==> src/rtl/rfr_pkg.sv <==
// ----------------------------------------------------------------------------
// rfr_pkg
// Shared types and constants of the reader reply frame receiver.
// ----------------------------------------------------------------------------
package rfr_pkg;

   localparam int BUFFER_BYTES = 64;
   localparam int COUNT_W      = $clog2(BUFFER_BYTES + 1);
   localparam int RECV_W       = 7;
   localparam int LEN_W        = 16;
   localparam int CKPOS_W      = LEN_W + 1;
   localparam int TICK_W       = 16;
   localparam int CSR_INDEX_W  = 2;
   localparam int CSR_DATA_W   = 16;

   // request codes
   localparam logic [1:0] REQ_BYTE = 2'd0;
   localparam logic [1:0] REQ_TICK = 2'd1;
   localparam logic [1:0] REQ_ARM  = 2'd2;

   // status codes
   localparam logic [1:0] STATUS_END      = 2'd0;
   localparam logic [1:0] STATUS_TIMEOUT  = 2'd1;
   localparam logic [1:0] STATUS_OVERFLOW = 2'd2;

   // register indexes
   localparam logic [CSR_INDEX_W-1:0] CSR_HEADER_BYTE   = 2'd0;
   localparam logic [CSR_INDEX_W-1:0] CSR_END_BYTE      = 2'd1;
   localparam logic [CSR_INDEX_W-1:0] CSR_TIMEOUT_TICKS = 2'd2;

   localparam logic [7:0]        HEADER_BYTE_RESET = 8'hAA;
   localparam logic [7:0]        END_BYTE_RESET    = 8'hDD;
   localparam logic [TICK_W-1:0] TIMEOUT_RESET     = 16'd1000;
   localparam logic [TICK_W-1:0] TICK_MAX          = 16'hFFFF;
   localparam logic [CKPOS_W-1:0] CKPOS_OFFSET     = 17'd5;

   typedef struct packed {
      logic [1:0] req_type;
      logic [7:0] rx_byte;
   } req_word_type;

   typedef struct packed {
      logic [1:0]        status;
      logic              frame_ok;
      logic              checksum_ok;
      logic [7:0]        command_code;
      logic [7:0]        frame_kind;
      logic [LEN_W-1:0]  param_length;
      logic [RECV_W-1:0] bytes_received;
   } rsp_word_type;

endpackage

==> src/rtl/rfid_frame_receiver_checker_core.sv <==
// ----------------------------------------------------------------------------
// rfid_frame_receiver_checker_core
// Frame receiver with header, length, sum checksum and end byte checks.
// ----------------------------------------------------------------------------
// Usage:
//   req_*  : one word per event: a received byte, a time tick or an arm
//            request that opens a new reception (an open one is dropped).
//   rsp_*  : one status word per closed frame: closed by end byte, timeout
//            or buffer overflow, with framing and checksum flags.
//   csr_*  : register writes (header byte, end byte, timeout ticks); always
//            ready, to be used while the block is idle.
// Latency: if not stalled, a closing word shows on rsp_valid the cycle after.
// Throughput: one word per cycle unless req_stall; each word is handled by a
//   single state update between the frame registers and the output register.
// A two-deep output (output register plus skid register) keeps req_stall low
//   while one result waits; req_stall rises only when the skid register holds
//   a second result under a stalled receiver.
// Reset: synchronous, clears the frame state and output valids and restores
//   the register defaults; no reception is open until an arm request.
// ----------------------------------------------------------------------------
module rfid_frame_receiver_checker_core
   import rfr_pkg::*;
(
   input  logic                   clock,
   input  logic                   reset,
   input  logic                   req_valid,
   output logic                   req_stall,
   input  req_word_type           req_word,
   output logic                   rsp_valid,
   input  logic                   rsp_stall,
   output rsp_word_type           rsp_word,
   input  logic                   csr_valid,
   output logic                   csr_ready,
   input  logic [CSR_INDEX_W-1:0] csr_index,
   input  logic [CSR_DATA_W-1:0]  csr_wdata
);

   logic [7:0]         header_byte_ff;
   logic [7:0]         end_byte_ff;
   logic [TICK_W-1:0]  timeout_ff;

   logic               active_ff, active_in;
   logic [COUNT_W-1:0] byte_count_ff, byte_count_in;
   logic [TICK_W-1:0]  tick_count_ff, tick_count_in;
   logic               header_matched_ff, header_matched_in;
   logic [7:0]         kind_ff, kind_in;
   logic [7:0]         command_ff, command_in;
   logic [LEN_W-1:0]   length_ff, length_in;
   logic [7:0]         sum_ff, sum_in;
   logic [7:0]         checksum_ff, checksum_in;

   logic               rsp_valid_ff, rsp_valid_in;
   rsp_word_type       rsp_word_ff, rsp_word_in;
   logic               skid_valid_ff, skid_valid_in;
   rsp_word_type       skid_word_ff, skid_word_in;

   logic               accept;
   logic               produce;
   logic [1:0]         status;
   rsp_word_type       result;
   logic [7:0]         rx;
   logic [LEN_W-1:0]   length_upd;
   logic [CKPOS_W-1:0] ckpos_upd;
   logic [CKPOS_W-1:0] pos_wide;
   logic [CKPOS_W-1:0] ckpos_final;
   logic               out_free;

   assign accept    = req_valid && !req_stall;
   assign req_stall = skid_valid_ff;
   assign csr_ready = 1'b1;
   assign rsp_valid = rsp_valid_ff;
   assign rsp_word  = rsp_word_ff;
   assign rx        = req_word.rx_byte;
   assign pos_wide  = CKPOS_W'(byte_count_ff);

   always_comb begin
      length_upd = length_ff;
      if (byte_count_ff == COUNT_W'(3)) begin
         length_upd = {rx, length_ff[7:0]};
      end else if (byte_count_ff == COUNT_W'(4)) begin
         length_upd = {length_ff[LEN_W-1:8], rx};
      end
   end

   assign ckpos_upd = CKPOS_W'(length_upd) + CKPOS_OFFSET;

   always_comb begin
      active_in         = active_ff;
      byte_count_in     = byte_count_ff;
      tick_count_in     = tick_count_ff;
      header_matched_in = header_matched_ff;
      kind_in           = kind_ff;
      command_in        = command_ff;
      length_in         = length_ff;
      sum_in            = sum_ff;
      checksum_in       = checksum_ff;
      produce           = 1'b0;
      status            = STATUS_END;
      if (accept) begin
         unique case (req_word.req_type)
            REQ_ARM: begin
               active_in         = 1'b1;
               byte_count_in     = '0;
               tick_count_in     = '0;
               header_matched_in = 1'b0;
               kind_in           = '0;
               command_in        = '0;
               length_in         = '0;
               sum_in            = '0;
               checksum_in       = '0;
            end
            REQ_TICK: begin
               if (active_ff) begin
                  if (tick_count_ff != TICK_MAX) begin
                     tick_count_in = tick_count_ff + TICK_W'(1);
                  end
                  if (tick_count_in >= timeout_ff) begin
                     produce = 1'b1;
                     status  = STATUS_TIMEOUT;
                  end
               end
            end
            REQ_BYTE: begin
               if (active_ff) begin
                  if (byte_count_ff >= COUNT_W'(BUFFER_BYTES)) begin
                     produce = 1'b1;
                     status  = STATUS_OVERFLOW;
                  end else begin
                     if (byte_count_ff == '0) begin
                        header_matched_in = (rx == header_byte_ff);
                     end else begin
                        if (byte_count_ff == COUNT_W'(1)) kind_in = rx;
                        if (byte_count_ff == COUNT_W'(2)) command_in = rx;
                        length_in = length_upd;
                        if (pos_wide < ckpos_upd) begin
                           sum_in = sum_ff + rx;
                        end else if (pos_wide == ckpos_upd) begin
                           checksum_in = rx;
                        end
                     end
                     byte_count_in = byte_count_ff + COUNT_W'(1);
                     if (rx == end_byte_ff) begin
                        produce = 1'b1;
                        status  = STATUS_END;
                     end
                  end
               end
            end
            default: ;
         endcase
         if (produce) active_in = 1'b0;
      end
   end

   assign ckpos_final = CKPOS_W'(length_in) + CKPOS_OFFSET;

   always_comb begin
      result.status         = status;
      result.frame_ok       = (status == STATUS_END) && (byte_count_in > COUNT_W'(1))
                              && header_matched_in;
      result.checksum_ok    = (ckpos_final < CKPOS_W'(BUFFER_BYTES))
                              && (sum_in == checksum_in);
      result.command_code   = command_in;
      result.frame_kind     = kind_in;
      result.param_length   = length_in;
      result.bytes_received = RECV_W'(byte_count_in);
   end

   // output register with skid stage
   assign out_free = !rsp_valid_ff || !rsp_stall;

   always_comb begin
      rsp_valid_in  = rsp_valid_ff;
      rsp_word_in   = rsp_word_ff;
      skid_valid_in = skid_valid_ff;
      skid_word_in  = skid_word_ff;
      if (out_free) begin
         if (skid_valid_ff) begin
            rsp_valid_in  = 1'b1;
            rsp_word_in   = skid_word_ff;
            skid_valid_in = 1'b0;
         end else begin
            rsp_valid_in = produce;
            rsp_word_in  = result;
         end
      end else if (produce) begin
         skid_valid_in = 1'b1;
         skid_word_in  = result;
      end
   end

   always_ff @(posedge clock) begin
      if (reset) begin
         header_byte_ff    <= HEADER_BYTE_RESET;
         end_byte_ff       <= END_BYTE_RESET;
         timeout_ff        <= TIMEOUT_RESET;
         active_ff         <= 1'b0;
         byte_count_ff     <= '0;
         tick_count_ff     <= '0;
         header_matched_ff <= 1'b0;
         kind_ff           <= '0;
         command_ff        <= '0;
         length_ff         <= '0;
         sum_ff            <= '0;
         checksum_ff       <= '0;
         rsp_valid_ff      <= 1'b0;
         skid_valid_ff     <= 1'b0;
      end else begin
         if (csr_valid && csr_ready) begin
            unique case (csr_index)
               CSR_HEADER_BYTE:   header_byte_ff <= csr_wdata[7:0];
               CSR_END_BYTE:      end_byte_ff    <= csr_wdata[7:0];
               CSR_TIMEOUT_TICKS: timeout_ff     <= csr_wdata[TICK_W-1:0];
               default: ;
            endcase
         end
         active_ff         <= active_in;
         byte_count_ff     <= byte_count_in;
         tick_count_ff     <= tick_count_in;
         header_matched_ff <= header_matched_in;
         kind_ff           <= kind_in;
         command_ff        <= command_in;
         length_ff         <= length_in;
         sum_ff            <= sum_in;
         checksum_ff       <= checksum_in;
         rsp_valid_ff      <= rsp_valid_in;
         skid_valid_ff     <= skid_valid_in;
      end
   end

   always_ff @(posedge clock) begin
      rsp_word_ff  <= rsp_word_in;
      skid_word_ff <= skid_word_in;
   end

endmodule

==> config.mk <==
export PLATFORM = sky130hd
export DESIGN_NAME = rfid_frame_receiver_checker_core
export DESIGN_NICKNAME = d
export VERILOG_FILES = /design/src/rtl/rfr_pkg.sv /design/src/rtl/rfid_frame_receiver_checker_core.sv
export SDC_FILE = /design/constraint.sdc
export NUM_CORES = 1
export LEC_CHECK = 0
export ABC_AREA = 1
export BUFFER_PORTS_ARGS = -buffer_cell sky130_fd_sc_hd__buf_2
export CORE_ASPECT_RATIO = 1.2
export CORE_UTILIZATION = 30
export CTS_CLUSTER_SIZE = 25
export DETAILED_ROUTE_END_ITERATION = 12
export GPL_TIMING_DRIVEN = 0
export PLACE_DENSITY = 0.45
export SYNTH_ARGS = -nofsm -noshare
export SYNTH_HDL_FRONTEND = slang
export SYNTH_SLANG_ARGS = --single-unit
==> constraint.sdc <==
create_clock -name clock -period 13.9 [get_ports clock]
set_input_delay 0.695 -clock clock [delete_from_list [all_inputs] [get_ports clock]]
set_output_delay 0.695 -clock clock [all_outputs]
set_load 0.05 [all_outputs]
==> results.md <==
- Setup violation total in the final timing report: 0
- Rel. slew slack: 0.382
- Final critical-path share of the clock period: 0.346
- Post-Synthesis Net Count: 1,314
- Via count of the first global-routing pass: 7,791
- TritonCTS Buffers: 17
- Maximum number of pins on one net before global-route repair: 41
- Termination of the worst setup path: skid_word_ff[16]
- Clock skew: 0.0183 ns
- Initial detailed-routing violation count: 384
- CP startpoint kind: flop
- Hold Worst Slack: 0.456 ns
- Gpl congestion: 0.854
- Worst IR Drop VDD: 55.6 uV
- Cell area after layout: 11,500 um^2
- DRT Pass-1 Iters: 5
- CP Data Arrival Time: 4.95 ns
- Setup WS pre-CTS: 9.04 ns
- Drt via density: 4.63
- Core Footprint: 32,300 um^2
- Slew of the pin with the lowest slew margin: 0.920 ns
- Total via count in the routed design: 8,171
- Distinct cell type count of the synthesized netlist: 49
- Crit path buf inv count: 4
- Gate family responsible for the most delay along the worst path: simple AND/OR/NAND/NOR gates
- Synthesized instance count: 1,244
- Global route overflow: 0
- ANT nets after route: 0
- Data required time of the worst path: 14.04 ns
- Ranking of synthesized cells by instance count: sky130_fd_sc_hd__nand2_1 (288), sky130_fd_sc_hd__inv_1 (178), sky130_fd_sc_hd__nor2_1 (119), sky130_fd_sc_hd__dfxtp_1 (107), sky130_fd_sc_hd__edfxtp_1 (86)
- Worst Setup End Kind: flop
- NumNets Final: 1,412
- Unrepaired setup endpoints after global routing: no
- Number of rows created at floorplan: 72
- Proportion of synthesized area in mux cells: 0
- Fill cell instance count of the final layout: 3,387
- Launch point of the critical path: tick_count_ff[0]
- Post-synth EDFFs: 86
- Biggest area contributors in the synthesized netlist: sky130_fd_sc_hd__edfxtp_1 (26%), sky130_fd_sc_hd__dfxtp_1 (22%), sky130_fd_sc_hd__nand2_1 (11%), sky130_fd_sc_hd__inv_1 (6.7%), sky130_fd_sc_hd__ha_1 (4.5%)
- First-pass GRT wire length: 43.6 mm
- Depth of the worst register-to-register path: 26
- Final Hold Viols: 0
- Part of the Yosys area used for sequential elements: 0.477
- Latest clock arrival within the worst-skew pair: 0.45 ns
- Leakage power total: 4.93 nW
- Mapped Area: 9910 um^2
- Input/output buffers: 77
- Clock tree from TritonCTS: yes
- Fin cells: 1,763
- Proportion of layout cells with a drive suffix above 1: 0.123
- Fraction of synthesized cell area in xor and xnor cells: 0.0256
- Routed wire length: 27.8 mm
- Number of pins exceeding their max-slew limit in the final report: 0
- CTS root buffer: sky130_fd_sc_hd__clkbuf_16
- Number of gates given a new drive strength after cts: 0
- Result of the run: completed
- Clock transition time at the flip-flop clock pins of the worst setup and hold paths: 0.08 ns
- Slowest stage delay, CP: 0.39 ns
- Critical register-to-register path endpoint: skid_word_ff[16]
- Number of placed I/O pins: 79
- Initial antenna violation count: 2
- Cell type with the highest aggregate area in the netlist: sky130_fd_sc_hd__edfxtp_1
- Number of synthesized register bits: 193
- Setup tns final: 0 ns
- Start-to-end type of the worst setup path: reg -> reg
- Post-Syn Area per Cell: 7.97 um^2
- Final period demand of the worst path: 4.81 ns
- Quantity of hold-fixing buffers added after cts: 0
- Die area: 33,800 um^2
- Combinational family with the most area after synthesis: simple AND/OR/NAND/NOR gates
- GRT Total Usage: 0.170
- Horizontal extent of the die: 168 um
- Adder and majority cell fraction of the synthesized area: 0.0475
- Instance count on the critical path: 26
- Achievable frequency: 0.208 GHz
- Cell type of the slowest stage on the worst timing path: sky130_fd_sc_hd__nor2_4
- Cell total after placement: 1,730
- Layout Area Growth over Synthesis: 15.6%
- Total half-perimeter wirelength after legalization and detailed placement: 21.0 mm
- Count of H-tree levels built during CTS: 4
- Maximum fanout count along the critical path: 32
- Warnings, synthesis: 0
- PnR worst setup slack: 9.09 ns
- Synth Area in Compound Gates: 0.109
- Residual DRC count: 0
- Fraction of synthesis flops using an asynchronous set or reset pin: 0
- Post-CTS setup buffer count: 0
- Height of the die: 201 um
- Number of sinks driven by the clock tree: 193
- Top-area cell type share of the netlist area: 0.261
- Power density over the cells: 101 nW/um^2
- Max-cap violations: 0
- Most frequent cell on the critical path: sky130_fd_sc_hd__nand2_1
- Worst r2r src: tick_count_ff[0]
- Primary flip-flop cell chosen by synthesis mapping: sky130_fd_sc_hd__dfxtp_1
- Post-Synth Simple-Gate Area: 0.253
- Worst min path class: in -> reg
- R2R setup slack: 9.09 ns
- Maximum clock path buffer count: 2
- Post-detailed-route wirelength per cell: 15.8 um
- Most frequent cell after synthesis: sky130_fd_sc_hd__nand2_1
- Dpl cell area: 10,900 um^2
- Effective utilization at floorplan: 0.306
==> worst min path at each step <==
stage / start / to / slack [ns] / cells past startpoint
after floorplan: timeout_ff[1] / timeout_ff[1] / 0.43 / 2
after global placement: timeout_ff[1] / timeout_ff[1] / 0.45 / 2
after detailed placement: timeout_ff[2] / timeout_ff[2] / 0.46 / 2
after CTS: csr_wdata[8] / timeout_ff[8] / 0.44 / 3
after global routing: csr_wdata[9] / timeout_ff[9] / 0.48 / 3
final: csr_wdata[8] / timeout_ff[8] / 0.46 / 3
==> layer usage <==
metal / share of wire / global-route usage / vias up
met5: 0.00047 / 0 / -
met1: 0.45 / 0.213 / 3727
li1: - / - / 4263
met4: 0.018 / 0.0495 / 2
met2: 0.50 / 0.297 / 150
met3: 0.027 / 0.0291 / 29
==> cell usage in the layout (no fill, tap or decap), types with 28 or more instances in the layout <==
master | netlist | layout
sky130_fd_sc_hd__nor2_1 | 119 | 118
sky130_fd_sc_hd__ha_1 | 36 | 36
sky130_fd_sc_hd__o21ai_0 | 75 | 75
sky130_fd_sc_hd__nand3_1 | 74 | 74
sky130_fd_sc_hd__inv_1 | 178 | 178
sky130_fd_sc_hd__dfxtp_1 | 107 | 107
sky130_fd_sc_hd__a21oi_1 | 61 | 61
sky130_fd_sc_hd__edfxtp_1 | 86 | 86
sky130_fd_sc_hd__clkbuf_1 | 28 | 28
sky130_fd_sc_hd__buf_2 | 1 | 78
sky130_fd_sc_hd__nand2_1 | 288 | 287
==> flip-flops by register name (all words and copies together) (netlist names) <==
name,count
end_byte_ff,8
req_stall,1
timeout_ff,16
rsp_valid,1
rsp_word,43
command_ff,8
skid_word_ff,43
active_ff,1
length_ff,16
checksum_ff,8
header_byte_ff,8
tick_count_ff,16
sum_ff,8
header_matched_ff,1
byte_count_ff,7
kind_ff,8
==> logic make-up after synthesis <==
kind of cell	count (synthesis)
simple gates	566
buf+inv	226
flops	193
compound gates	192
fa+ha+maj	37
xor+xnor	29
other cells	1
==> area by class of cell <==
cell class                      instances  area (um^2)  share of cell area
Sequential cell                       193         4720               0.413
Multi-Input combinational cell        825         4330               0.378
Inverter                              192          721              0.0629
Tap cell                              407          509              0.0445
Clock buffer                           17          425              0.0372
Timing Repair Buffer                   79          425              0.0372
Clock inverter                         15          169              0.0148
Buffer                                 34          148              0.0129
Antenna cell                            1         2.50            0.000219
==> worst min-delay path: stages <==
cell and delay [ns]:
sky130_fd_sc_hd__buf_2 0.07, sky130_fd_sc_hd__nand2_1 0.04, sky130_fd_sc_hd__o211ai_1 0.06
==> power by group <==
| part | total, mW | internal [mW] | switching (mW) |
|---|---|---|---|
| registers | 0.595 | 0.592 | 0.00286 |
| logic | 0.0543 | 0.0154 | 0.0389 |
| clock network | 0.509 | 0.256 | 0.252 |
==> per-stage QoR <==
| step | power (mW) | utilization |
|---|---|---|
| finish | 1.16 | 0.354 |
| global route | 1.20 | 0.354 |
| CTS | 1.17 | 0.354 |
| detailed placement | 0.663 | 0.336 |
| global placement | 0.663 | 0.334 |
| floorplan | 0.637 | - |
Note: power is estimated with default switching activity, not from simulation.
